## config.mk

```make
export PLATFORM = sky130hd
export DESIGN_NAME = mcp_canon
export DESIGN_NICKNAME = d
export VERILOG_FILES = /design/src/rtl/max_collinear_points_macros.svh /design/src/rtl/mcp_pkg.sv /design/src/rtl/mcp_canon.sv
export SDC_FILE = /design/constraint.sdc
export NUM_CORES = 1
export LEC_CHECK = 0
export BUFFER_PORTS_ARGS = -buffer_cell sky130_fd_sc_hd__buf_2
export CORE_MARGIN = 2
export CORE_UTILIZATION = 60
export CTS_BUF_LIST = sky130_fd_sc_hd__clkbuf_8
export CTS_CLUSTER_SIZE = 14
export DETAILED_ROUTE_END_ITERATION = 16
export MAX_ROUTING_LAYER = met4
export PLACE_DENSITY = 0.79
export SKIP_LAST_GASP = 1
export SYNTH_ARGS = -nofsm -noshare
export SYNTH_HDL_FRONTEND = slang
export SYNTH_SLANG_ARGS = --single-unit
```

## constraint.sdc

```tcl
create_clock -name clock -period 4.31 [get_ports clock]
set_input_delay 0.862 -clock clock [delete_from_list [all_inputs] [get_ports clock]]
set_output_delay 0.862 -clock clock [all_outputs]
set_load 0.005 [all_outputs]
```

## src/rtl/max_collinear_points_macros.svh

```systemverilog
// Assertion macros for the max_collinear_points block.
// Included by the RTL files that check their own logic; depends on nothing else.
`ifndef MAX_COLLINEAR_POINTS_MACROS_SVH
`define MAX_COLLINEAR_POINTS_MACROS_SVH
`ifndef SYNTHESIS
`define MCP_ASSERT_IMP(label, ante, cons) \
   label: assert property (@(posedge clock) disable iff (reset) (ante) |-> (cons)) \
      else $error("assertion failed");
`define MCP_ASSERT_NXT(label, ante, cons) \
   label: assert property (@(posedge clock) disable iff (reset) (ante) |=> (cons)) \
      else $error("assertion failed");
`else
`define MCP_ASSERT_IMP(label, ante, cons)
`define MCP_ASSERT_NXT(label, ante, cons)
`endif
`endif

```

## src/rtl/mcp_pkg.sv

```systemverilog
// Shared types and codes for the max_collinear_points block.
// Used by the slope reduction unit and the top level; depends on nothing.
package mcp_pkg;
   typedef logic [3:0] seq_state_type;
   typedef logic [1:0] canon_state_type;
   localparam logic ACTION_LOAD   = 1'b0;
   localparam logic ACTION_FINISH = 1'b1;
endpackage

```

## src/rtl/mcp_canon.sv

```systemverilog
// Slope reduction unit: divides a direction by its gcd (binary gcd, then
// restoring division of both parts one bit per cycle). Depends on mcp_pkg.
module mcp_canon import mcp_pkg::*; #(
   parameter int UW = 16
) (
   input  logic                 clock,
   input  logic                 reset,
   input  logic                 start,
   input  logic [UW-1:0]        ax,
   input  logic [UW-1:0]        ay,
   input  logic                 neg,
   output logic                 done,
   output logic signed [UW:0]   sx,
   output logic [UW-1:0]        sy
);
   localparam int KW = $clog2(UW + 1);
   localparam canon_state_type C_IDLE = 2'd0;
   localparam canon_state_type C_TWO  = 2'd1;
   localparam canon_state_type C_RED  = 2'd2;
   localparam canon_state_type C_DIV  = 2'd3;

   canon_state_type state_ff, state_in;
   logic [UW-1:0] a_ff, a_in, b_ff, b_in, g_ff, g_in;
   logic [UW-1:0] na_ff, na_in, nb_ff, nb_in;
   logic [UW-1:0] ra_ff, ra_in, rb_ff, rb_in;
   logic [KW-1:0] k_ff, k_in, cnt_ff, cnt_in;
   logic          neg_ff, neg_in, done_ff, done_in;
   logic [UW:0]   ta, tb;

   always_comb begin
      state_in = state_ff;
      a_in = a_ff; b_in = b_ff; g_in = g_ff; k_in = k_ff; cnt_in = cnt_ff;
      na_in = na_ff; nb_in = nb_ff; ra_in = ra_ff; rb_in = rb_ff;
      neg_in = neg_ff; done_in = 1'b0;
      ta = {ra_ff, na_ff[UW-1]};
      tb = {rb_ff, nb_ff[UW-1]};
      case (state_ff)
         C_IDLE: begin
            if (start) begin
               a_in = ax; b_in = ay; na_in = ax; nb_in = ay; neg_in = neg;
               k_in = '0; state_in = C_TWO;
            end
         end
         C_TWO: begin
            if (!a_ff[0] && !b_ff[0]) begin
               a_in = a_ff >> 1; b_in = b_ff >> 1; k_in = k_ff + 1'b1;
            end else begin
               state_in = C_RED;
            end
         end
         C_RED: begin
            if (a_ff == '0) begin
               g_in = b_ff << k_ff;
               ra_in = '0; rb_in = '0;
               cnt_in = KW'(UW);
               state_in = C_DIV;
            end else if (!a_ff[0]) begin
               a_in = a_ff >> 1;
            end else if (!b_ff[0]) begin
               b_in = b_ff >> 1;
            end else if (a_ff >= b_ff) begin
               a_in = (a_ff - b_ff) >> 1;
            end else begin
               b_in = (b_ff - a_ff) >> 1;
            end
         end
         C_DIV: begin
            if (ta >= {1'b0, g_ff}) begin
               ra_in = UW'(ta - {1'b0, g_ff}); na_in = {na_ff[UW-2:0], 1'b1};
            end else begin
               ra_in = ta[UW-1:0]; na_in = {na_ff[UW-2:0], 1'b0};
            end
            if (tb >= {1'b0, g_ff}) begin
               rb_in = UW'(tb - {1'b0, g_ff}); nb_in = {nb_ff[UW-2:0], 1'b1};
            end else begin
               rb_in = tb[UW-1:0]; nb_in = {nb_ff[UW-2:0], 1'b0};
            end
            cnt_in = cnt_ff - 1'b1;
            if (cnt_ff == KW'(1)) begin
               done_in = 1'b1; state_in = C_IDLE;
            end
         end
         default: state_in = C_IDLE;
      endcase
   end

   always_ff @(posedge clock) begin
      if (reset) begin
         state_ff <= C_IDLE;
         done_ff  <= 1'b0;
      end else begin
         state_ff <= state_in;
         done_ff  <= done_in;
      end
      a_ff <= a_in; b_ff <= b_in; g_ff <= g_in; k_ff <= k_in; cnt_ff <= cnt_in;
      na_ff <= na_in; nb_ff <= nb_in; ra_ff <= ra_in; rb_ff <= rb_in; neg_ff <= neg_in;
   end

   assign done = done_ff;
   assign sx   = neg_ff ? -$signed({1'b0, na_ff}) : $signed({1'b0, na_ff});
   assign sy   = nb_ff;
endmodule

```

**Word level (Yosys, flattened, before mapping)**

Cells that the tools add are included.

- Input port bits: 36
- Flip-flop bits (word level): 126
- Output and inout bits: 34
- Word-level logic and storage cells: 95

- Reduce and logical (&&, ||, !) cells: 20
- Shift operators: 1
- Multiplexer cells: 35
- Eq/ne operators: 14
- $lt $le $gt $ge: 3
- Add/sub/neg operators: 7
- Bitwise operators: 1

Operator list:

| kind | number |
|---|---|
| $mux W16 | 15 |
| $pmux W16 S2 | 4 |
| $pmux W16 S3 | 2 |
| $sub A16 B16 Y16 | 4 |
| $ge A17 B16 Y1 | 2 |
| $pmux W5 S2 | 2 |
| $mux W17 | 1 |
| $neg A16 Y17 | 1 |
| $ge A16 B16 Y1 | 1 |
| $logic_not A16 Y1 | 1 |
| $shl A16 B5 Y16 | 1 |
| $mux W5 | 3 |
| $ne A2 B2 Y1 const B | 7 |
| $reduce_and A6 Y1 | 2 |
| $ne A3 B3 Y1 const B | 3 |
| $mux W2 | 4 |
| $pmux W2 S4 | 1 |
| $reduce_and A2 Y1 | 4 |
| $reduce_and A4 Y1 | 2 |
| $reduce_bool A2 Y1 | 3 |
| $add A5 B1 Y5 const B | 1 |
| $eq A5 B1 Y1 const B | 1 |
| $reduce_and A5 Y1 | 1 |
| $sub A5 B1 Y5 const B | 1 |
| other kinds (10) | 14 |

**Depth between registers and ports, before layout**

Gate-level depths: netlist of run 1.

- Depth in word-level cells: 6
- Depth in mapped cells: 12

**Least setup slack after synthesis of run 1**

OpenSTA, ideal clock, no wires.

- Path type: register -> register
- Start point: reg a_ff[0]
- End point: reg b_ff[10] (enable)
- Slack: 1.050 ns
- Path buffers: 0
- Arrival time: 2.868 ns
- Stages on the path, launching flop included: 11
- Library setup time: 0.392 ns
- Path through: edfxtp_1 inv_1 ha_1 fa_1 nand2b_1 a21oi_1 o311ai_1 nand4b_2 nand2_1 o21ai_0 a21oi_1

- Longest elaborated chain between the ends: 4
- Elaborated cells between the ends (all ways): 9

RTL lines:

| item | RTL line | source |
|---|---|---|
| start, declared | mcp_canon.sv:23 | `logic [UW-1:0] a_ff, a_in, b_ff, b_in, g_ff, g_in;` |
| start signal, assigned | mcp_canon.sv:95 | `a_ff <= a_in; b_ff <= b_in; g_ff <= g_in; k_ff <= k_in; cnt_ff <= cnt_in;` |
| branches (longest 3 deep; another with $ge A16 B16 Y1) | -- |  |
| $reduce_and A6 Y1 (no source line) (*) | -- |  |
| end signal, assigned | mcp_canon.sv:95 |  |
| end, declared | mcp_canon.sv:23 |  |

Mark *: on every way between the ends.
A chain may end at the register's enable or synchronous reset.

**Worst setup path after layout of run 1**

- Start point: reg na_ff[0]
- End point: out sx[14]

- Longest elaborated chain between the ends: 2

RTL lines:

| item | RTL line | source |
|---|---|---|
| start, declared | mcp_canon.sv:24 | `logic [UW-1:0] na_ff, na_in, nb_ff, nb_in;` |
| start signal, assigned | mcp_canon.sv:96 | `na_ff <= na_in; nb_ff <= nb_in; ra_ff <= ra_in; rb_ff <= rb_in; neg_ff <= neg_in;` |
| $neg A16 Y17 | mcp_canon.sv:100 | `assign sx = neg_ff ? -$signed({1'b0, na_ff}) : $signed({1'b0, na_ff});` |
| $mux W17 | mcp_canon.sv:100 |  |
| end, declared | mcp_canon.sv:13 | `output logic signed [UW:0] sx,` |

Every way passes these cells.

==> results.tsv, run 1 <==
stage	metric	value	unit
sta	slew at the pin closest to its max-slew limit	1070	ps
logic_synthesis	sequential element share of the synthesized area	37.6	%
logic_synthesis	average size of a mapped cell	9.50	µm²
logic_synthesis	count leader, synth	edfxtp_1	
route	average wire per cell in the routed design	18.7	µm
logic_synthesis	most frequent cells after synthesis	edfxtp_1 (123), nor2_1 (120), a21oi_1 (91), inv_1 (75), ha_1 (73)	
logic_synthesis	Post-Syn Instances	1051	
layout	nets@finish	1209	
cts	depth of the CTS H-tree	4	
global_route	via count of the first global-routing pass	7918	
layout	# diodes	0	
sta	final setup skew	10.8	ps
layout	fin cells	1328	
cts	hold-fix buffers at CTS	0	
critical_path	required time of the critical path	3450	ps
critical_path	flop2flop setup slack	910	ps
placed_design	dpl hpwl	18300	µm
logic_synthesis	flip-flop and latch count after synthesis	126	
logic_synthesis	total standard cell area after synthesis	0.00998	mm²
logic_synthesis	Main synth FF type	edfxtp_1	
global_route	GRT Total Usage	29.3	%
power	maximum VDD drop	0.740	mV
logic_synthesis	share of synthesized flip-flops with an asynchronous set or reset	0	%
logic_synthesis	EDFF count, synth	123	
logic_synthesis	cell types with the largest area share after synthesis	edfxtp_1 (37%), ha_1 (9.2%), a21oi_1 (4.6%), nor2_1 (4.5%), mux2_2 (4.4%)	
critical_path	Setup crit end kind	primary output	
cts	clock tree from TritonCTS	yes	
cts	maximum clock path buffer count	2	
flow_run	max-cap viol count	0	
route	overall routed net length	24800	µm
route	detailed-route DRC error count	0	
sta	Highest Clock Rate	281	MHz
min_path	hold crit path type	flop to flop	
placed_design	post-placement cell area	0.0104	mm²
placed_design	GP Congestion	0.986	
sta	share of the clock period used by the worst path after layout	82.6	%
floorplanning	core area	0.0164	mm²
logic_synthesis	warning count from the yosys run	0	
layout	share of cells above drive strength 1	15.3	%
sta	Slew Viols, Final	0	
logic_synthesis	Synthesized Nets	1164	
sta	total setup violations reported at the end of the flow	0	
floorplanning	Rows	47	
sta	count of endpoints failing hold in the final timing report	0	
power	overall power consumption	0.00832	W
critical_path	maximum fanout encountered on the critical timing path	4	
cts	clock insertion delay at the later pin of the skew report	460	ps
route	count of nets left with antenna violations after detail routing	0	
layout	Post-Route Utilization	65.6	%
power	PD cells	774	mW/mm²
placed_design	PortBufs	69	
floorplanning	die height	133	µm
sta	RSZ-0062 raised after global routing	false	
floorplanning	die footprint	0.0177	mm²
cts	Clock Pin Slew Worst Setup and Hold Paths	80	ps
route	total via count after detailed routing	8265	
sta	post-route setup TNS	0	ps
logic_synthesis	fraction of post-synthesis cell area in the top cell type by area	37.0	%
layout	number of fill cells	1347	
global_route	first-pass GRT wire length	39800	µm
route	First DRT Iteration DRCs	746	
cts	clock buffers created by TritonCTS	17	
route	average via count per standard cell	6.22	
sta	Min Clock Period, post-route	3560	ps
critical_path	Crit Path Class	flop to primary output	
route	iteration count of the initial detailed-routing pass	6	
floorplanning	horizontal extent of the die	133	µm
layout	synthesis-to-finish area growth	7.79	%
status	run status	completed	
power	Static Leak	4.31	nW
critical_path	CP Data Arrival Time	2700	ps
global_route	GRT Residual Overflow	0	
layout	Post-Layout Inst Area	0.0108	mm²
cts	number of buffers added for setup after CTS	0	
placed_design	placed insts	1297	
sta	worst max-slew margin expressed relative to the limit	28.7	%
logic_synthesis	cell type with the highest aggregate area in the netlist	edfxtp_1	
floorplanning	Ports	70	
floorplanning	initial cell density of the core	60.8	%
cts	number of sinks handled by clock tree synthesis	126	
logic_synthesis	post-synthesis cell type count	74	
cts	root cell of the clock tree	clkbuf_8	
global_route	maximum number of pins on one net before global-route repair	38	
global_route	initial antenna violation count	0	
cts	Resize count post-CTS	0	
critical_path	startpoint kind of the worst setup timing path	flop	
layout make-up:
cell class,count,area (µm²),area share [%]
clock inverters,14,121,1.13
well taps,220,275,2.56
clock buffers,17,234,2.18
flip-flops and latches,126,3750,34.9
multi-input cells,795,5660,52.6
repair buffers,79,420,3.91
inverters,77,289,2.69
worst paths after layout:
path          startpoint  cells after the start     endpoint
max reg2reg      a_ff[0]                     11     a_ff[11]
min reg2reg  state_ff[0]                      2  state_ff[0]
max             na_ff[0]                      8       sx[14]
min          state_ff[0]                      2  state_ff[0]
critical path, stage by stage, from the launching register on:
cell and delay, ps:
edfxtp_1 460, inv_1 130, ha_1 180, nand2_1 80, or3_1 380, or4_1 490
o31ai_1 260, xnor2_1 140, buf_2 130
routing by layer:
layer	global-route usage [%]	up-vias	share of wire, %
met3	5.71	69	6.1
met2	47.6	334	49
met4	11.7	0	3.6
met1	36.1	3911	41
li1	-	3951	-
met5	-	-	0
report_power, final:
group | internal, W | switching [W] | total, W
Sequential | 0.00192 | 0.000567 | 0.00249
Clock | 0.000449 | 0.000520 | 0.000969
Combinational | 0.00193 | 0.00294 | 0.00487
Total | 0.00430 | 0.00403 | 0.00832
through the flow:
step           hold slack [ps]  setup slack [ps]
2_1_floorplan              507              1050
3_3_place_gp               527              1060
3_5_place_dp               538              1040
4_1_cts                    549               747
5_1_grt                    558               574
6_report                   551               752
cell usage in the layout, fill, tap and decap left out, types with 4 or more instances in the layout:
cell type / synthesis / final
a211oi_1: 21 / 21
nand3_1: 18 / 18
o211ai_1: 9 / 9
o21ai_1: 4 / 4
o31ai_1: 10 / 10
a21o_1: 15 / 15
a22oi_1: 13 / 13
a32oi_1: 5 / 5
nand2_1: 49 / 49
edfxtp_1: 123 / 123
or3_1: 9 / 9
buf_4: 3 / 10
nor2b_1: 20 / 20
o31a_1: 5 / 5
clkinvlp_4: 0 / 5
buf_2: 7 / 69
nand4_1: 8 / 8
mux2_2: 39 / 39
nor3_1: 23 / 23
nand4b_1: 4 / 4
nor2_1: 120 / 120
fa_1: 4 / 4
clkbuf_8: 0 / 17
and3_1: 6 / 6
a21boi_0: 5 / 5
mux2i_1: 41 / 41
o21ai_0: 49 / 49
xnor2_1: 43 / 43
nand2b_1: 9 / 9
inv_1: 75 / 75
o21a_1: 11 / 11
ha_1: 73 / 71
a21oi_1: 91 / 91
xor2_1: 16 / 16
or2_2: 5 / 5
nor4_1: 10 / 10
a31oi_1: 12 / 12
sequential cells by signal, indices dropped and copies added (netlist names):
| name | count |
|---|---|
| rb_ff | 16 |
| a_ff | 16 |
| done | 1 |
| b_ff | 16 |
| g_ff | 16 |
| k_ff | 5 |
| na_ff | 16 |
| cnt_ff | 5 |
| ra_ff | 16 |
| neg_ff | 1 |
| sy | 16 |
| state_ff | 2 |
kinds of logic after synthesis:
logic type / synth area share, %
compound gates: 18.1
xor+xnor: 5.18
fa+ha+maj: 9.95
buf+inv: 5.69
flops: 37.6
mux: 9.19
simple gates: 14.3
Note: power is estimated with default switching activity, not from simulation.
==> run 2: changes to the inputs <==
==> constraint.sdc (replaced) <==
create_clock -name clock -period 3.6 [get_ports clock]
set_input_delay 0.72 -clock clock [delete_from_list [all_inputs] [get_ports clock]]
set_output_delay 0.72 -clock clock [all_outputs]
set_load 0.005 [all_outputs]
==> results.tsv, run 2 (same netlist as run 1, synthesis figures left out) <==
stage	metric	value	unit	change
cts	clock buffers created by TritonCTS	17		unchanged
critical_path	Setup crit end kind	primary output		
route	First DRT Iteration DRCs	770		+3.2%
global_route	first-pass GRT wire length	40100	µm	+0.71%
global_route	initial antenna violation count	0		unchanged
power	overall power consumption	0.0100	W	+20%
sta	count of endpoints failing hold in the final timing report	0		unchanged
cts	Clock Pin Slew Worst Setup and Hold Paths	90	ps	about the same
floorplanning	die footprint	0.0177	mm²	unchanged
global_route	GRT Residual Overflow	0		unchanged
floorplanning	Rows	47		unchanged
route	total via count after detailed routing	8146		-1.4%
cts	number of sinks handled by clock tree synthesis	126		unchanged
power	switching power share of the total	47.2	%	-1.2 points
cts	clock tree from TritonCTS	yes		
critical_path	Crit Path Class	flop to primary output		
route	iteration count of the initial detailed-routing pass	5		-1
flow_run	max-cap viol count	0		unchanged
power	PD cells	922	mW/mm²	+19%
critical_path	maximum fanout encountered on the critical timing path	4		unchanged
route	average via count per standard cell	6.07		-2.5%
cts	maximum clock path buffer count	2		unchanged
critical_path	startpoint kind of the worst setup timing path	flop		
critical_path	required time of the critical path	2880	ps	-570 ps
floorplanning	Ports	70		unchanged
sta	post-route setup TNS	0	ps	unchanged
sta	Highest Clock Rate	294	MHz	
floorplanning	core area	0.0164	mm²	unchanged
sta	Min Clock Period, post-route	3400	ps	
power	cell internal power dissipation	0.00529	W	+23%
layout	share of cells above drive strength 1	16.1	%	+0.80 points
route	Post-Route M1 WL	10500	µm	+2.4%
route	Detail Route met2 WL	12200	µm	+0.87%
route	average wire per cell in the routed design	18.5	µm	-0.83%
sta	total setup violations reported at the end of the flow	0		unchanged
power	maximum VDD drop	0.755	mV	+2.1%
floorplanning	initial cell density of the core	60.8	%	unchanged
layout	nets@finish	1221		+0.99%
floorplanning	die height	133	µm	unchanged
placed_design	GP Congestion	0.949		-3.7%
cts	depth of the CTS H-tree	4		unchanged
layout	top library cells by usage in the layout, fill and taps aside	edfxtp_1 (123), nor2_1 (120), a21oi_1 (91)		
sta	final setup skew	13.8	ps	+3.05 ps
power	Static Leak	4.40	nW	+2.1%
global_route	GRT Total Usage	29.6	%	+0.26 points
power	part of the total power dissipated in sequential elements	29.1	%	-0.8 points
sta	share of the clock period used by the worst path after layout	94.4	%	
layout	most common library cell in the layout ignoring fill and taps	edfxtp_1		
placed_design	dpl hpwl	18600	µm	+1.8%
floorplanning	horizontal extent of the die	133	µm	unchanged
cts	clock insertion delay at the later pin of the skew report	460	ps	about the same
global_route	maximum number of pins on one net before global-route repair	43		+13%
placed_design	PortBufs	69		unchanged
power	combinational share of power	58.6	%	+0.2 points
power	Net Sw Power	0.00473	W	+18%
sta	RSZ-0062 raised after global routing	false		
layout	synthesis-to-finish area growth	8.99	%	
sta	slew at the pin closest to its max-slew limit	1050	ps	-23.0 ps
sta	Fin Hold WS	443	ps	-109 ps
route	overall routed net length	24900	µm	+0.21%
route	count of nets left with antenna violations after detail routing	0		unchanged
route	met3 wire len	1220	µm	-20%
power	Clock power frac	12.3	%	+0.7 points
route	uppermost layer routed	met4		
sta	worst max-slew margin expressed relative to the limit	30.2	%	+1.5 points
min_path	hold crit path type	input port to flop		
cts	root cell of the clock tree	clkbuf_8		
critical_path	CP Data Arrival Time	2680	ps	-20 ps
status	run status	completed		
global_route	via count of the first global-routing pass	8071		+1.9%
sta	Slew Viols, Final	0		unchanged
route	detailed-route DRC error count	0		unchanged
==> run 2: final timing paths <==
check / from / endpoint / slack (ps) / cells after the start
worst min-delay path: neg / neg_ff / 440 / 1
worst min register to register: state_ff[0] / state_ff[0] / 570 / 2
worst max register to register: b_ff[0] / a_ff[14] / 360 / 10
worst max-delay path: na_ff[0] / sx[14] / 200 / 8
==> run 2: layout make-up <==
type	instances	area (µm²)
repair buffers	91	510
flip-flops and latches	126	3750
inverters	77	289
clock inverters	15	149
fillers	1329	5530
multi-input cells	795	5660
well taps	220	275
clock buffers	17	234
diodes	1	2.50
==> run 2: through the flow <==
stage | util [%] | area [µm²] | instances | setup WS [ps]
6_report | 66.3 | 10900 | 1342 | 200
3_5_place_dp | 63.9 | 10500 | 1307 | 307
4_1_cts | 66.2 | 10900 | 1339 | 174
2_1_floorplan | - | 9980 | 1051 | 340
3_3_place_gp | 63.9 | 10500 | 1307 | 376
5_1_grt | 66.3 | 10900 | 1341 | 60.3
==> run 2: layer usage <==
layer	up-vias	GRT usage, %
met2	285	49.1
met1	3817	35.6
met5	-	-
met4	0	13.1
li1	3981	-
met3	63	4.90
==> run 2: power groups by stage <==
stage | sequential (W) | combinational [W] | clock, W
floorplan | 0.00262 | 0.00466 | 0
global placement | 0.00292 | 0.00567 | 0
detailed placement | 0.00293 | 0.00577 | 0
CTS | 0.00290 | 0.00581 | 0.00125
global route | 0.00298 | 0.00652 | 0.00131
finish | 0.00292 | 0.00588 | 0.00123
==> run 2: critical path: stages, from the launching register on <==
cell,delay (ps)
edfxtp_1,470
inv_1,120
ha_1,170
nand2_1,70
or3_1,380
or4_1,480
o31ai_1,260
xnor2_1,150
buf_2,130
==> run 2: repair_timing <==
item	in CTS	in global routing
hold buffers	0	0
gates resized for setup	0	0
setup endpoints to repair	0	1
buffers inserted	0	2
==> run 3: changes to the inputs <==
--- a/config.mk
+++ b/config.mk
@@ -11,7 +11,6 @@
 export CTS_BUF_LIST = sky130_fd_sc_hd__clkbuf_8
 export CTS_CLUSTER_SIZE = 14
 export DETAILED_ROUTE_END_ITERATION = 16
-export MAX_ROUTING_LAYER = met4
 export PLACE_DENSITY = 0.79
 export SKIP_LAST_GASP = 1
 export SYNTH_ARGS = -nofsm -noshare
==> results.tsv, run 3 (same netlist as run 1, synthesis figures left out) <==
stage	metric	value	unit	change
layout	top library cells by usage in the layout, fill and taps aside	edfxtp_1 (123), nor2_1 (120), a21oi_1 (91)		
critical_path	Setup crit end kind	primary output		
sta	count of endpoints failing hold in the final timing report	0		unchanged
power	maximum VDD drop	0.836	mV	+11%
sta	total setup violations reported at the end of the flow	0		unchanged
power	Static Leak	4.40	nW	+0.17%
global_route	GRT Total Usage	28.1	%	-1.5 points
cts	Resize count post-CTS	0		unchanged
sta	final setup skew	8.66	ps	-5.15 ps
global_route	GRT Residual Overflow	0		unchanged
route	average wire per cell in the routed design	18.1	µm	-2.3%
critical_path	top cell family by delay on the critical path	simple AND/OR/NAND/NOR gates		
route	uppermost layer routed	met4		
route	Post-Route M1 WL	10300	µm	-2.5%
critical_path	biggest cell delay along the critical path	530	ps	+50 ps
sta	post-route setup TNS	0	ps	unchanged
flow_run	max-cap viol count	0		unchanged
floorplanning	Rows	47		unchanged
cts	Clock Pin Slew Worst Setup and Hold Paths	70	ps	-20 ps
status	run status	completed		
route	overall routed net length	24200	µm	-2.8%
sta	Min Clock Period, post-route	3400	ps	-0.245 ps
critical_path	CP max stage cell	or4_1		
placed_design	dpl hpwl	18100	µm	-2.8%
critical_path	required time of the critical path	2880	ps	about the same
sta	Slew Viols, Final	0		unchanged
layout	synthesis-to-finish area growth	9.35	%	
placed_design	GP Congestion	0.924		-2.6%
sta	slew at the pin closest to its max-slew limit	907	ps	-141 ps
global_route	first-pass GRT wire length	39600	µm	-1.2%
layout	# diodes	0		-1
layout	nets@finish	1217		-0.33%
critical_path	r2r startpoint	b_ff[0]		
placed_design	PortBufs	69		unchanged
critical_path	launching instance or port of the critical path	na_ff[7]		
cts	number of sinks handled by clock tree synthesis	126		unchanged
floorplanning	core area	0.0164	mm²	unchanged
route	detailed-route DRC error count	0		unchanged
layout	most common library cell in the layout ignoring fill and taps	edfxtp_1		
sta	RSZ-0062 raised after global routing	false		
critical_path	CP Data Arrival Time	2680	ps	about the same
floorplanning	horizontal extent of the die	133	µm	unchanged
critical_path	Crit Path Class	flop to primary output		
floorplanning	initial cell density of the core	60.8	%	unchanged
critical_path	crit path cell chain	or3_1 -> or2_2 -> or4_1 -> o31ai_1 -> xnor2_1 -> buf_2		
floorplanning	Ports	70		unchanged
min_path	worst hold start	neg		
cts	root cell of the clock tree	clkbuf_8		
min_path	hold crit path type	input port to flop		
sta	Highest Clock Rate	294	MHz	about the same
cts	clock buffers created by TritonCTS	17		unchanged
route	met3 wire len	1240	µm	+1.8%
layout	number of fill cells	1293		-2.7%
cts	clock insertion delay at the later pin of the skew report	440	ps	-20 ps
global_route	initial antenna violation count	0		unchanged
floorplanning	die height	133	µm	unchanged
floorplanning	die footprint	0.0177	mm²	unchanged
cts	depth of the CTS H-tree	4		unchanged
global_route	maximum number of pins on one net before global-route repair	39		-9.3%
cts	clock tree from TritonCTS	yes		
sta	share of the clock period used by the worst path after layout	94.4	%	about the same
cts	maximum clock path buffer count	2		unchanged
layout	share of cells above drive strength 1	15.9	%	-0.20 points
critical_path	startpoint kind of the worst setup timing path	flop		
placed_design	placed insts	1305		-0.15%
cts	number of buffers added for setup after CTS	0		unchanged
route	count of nets left with antenna violations after detail routing	0		unchanged
sta	worst max-slew margin expressed relative to the limit	39.6	%	+9.4 points
cts	hold-fix buffers at CTS	0		unchanged
layout	fin cells	1336		-0.45%
critical_path	buffers plus inverters on the worst setup path	1		-1
layout	Multi-input gate area	0.00566	mm²	unchanged
route	total via count after detailed routing	8169		+0.28%
power	PD cells	932	mW/mm²	+1.2%
route	average via count per standard cell	6.11		+0.73%
layout	combined flip-flop and latch cell area	0.00375	mm²	unchanged
route	iteration count of the initial detailed-routing pass	7		+2
global_route	via count of the first global-routing pass	7924		-1.8%
route	First DRT Iteration DRCs	628		-18%
critical_path	maximum fanout encountered on the critical timing path	5		+1
route	Detail Route met2 WL	12000	µm	-1.7%
[run 3: final cells by class]
class                           instances  share of cell area, %
Multi-Input combinational cell        795                   51.9
Sequential cell                       126                   34.4
Timing Repair Buffer                   87                   4.40
Inverter                               77                   2.65
Tap cell                              220                   2.52
Clock buffer                           17                   2.14
Clock inverter                         14                   1.99
[run 3: stage by stage]
step	utilization, %	hold WS (ps)	setup WS (ps)	instance area (µm²)	total power (W)
after floorplan	-	507	340	9980	0.00729
after global placement	63.8	527	338	10500	0.00855
after global routing	66.5	415	33.8	10900	0.0109
after CTS	66.5	418	176	10900	0.0101
after detailed placement	63.8	542	378	10500	0.00865
final	66.5	452	200	10900	0.0102
[run 3: worst reg2reg max path: stages (launching register included)]
cell,delay (ps)
edfxtp_1,520
inv_1,340
ha_1,310
nor4_1,420
a221o_1,240
o221a_2,270
nand2_1,180
nor4_4,500
a32oi_1,220
a21oi_1,170
[run 3: report_power, final]
group | switching [W] | internal (W) | leakage, nW
clock | 0.000598 | 0.000822 | 0.223
sequential | 0.000619 | 0.00230 | 1.19
combinational | 0.00348 | 0.00236 | 2.99
[run 3: worst paths after layout]
check                 to  slack (ps)  depth (start not counted)
min               neg_ff         450                          1
max               sx[14]         200                          6
min reg2reg  state_ff[0]         550                          2
max reg2reg      a_ff[1]         290                          9
[run 3: layer usage]
metal	GRT usage [%]	vias to the layer above
li1	-	3957
met1	36.0	3890
met2	47.7	270
met3	5.21	52
met4	10.3	0
met5	0	-
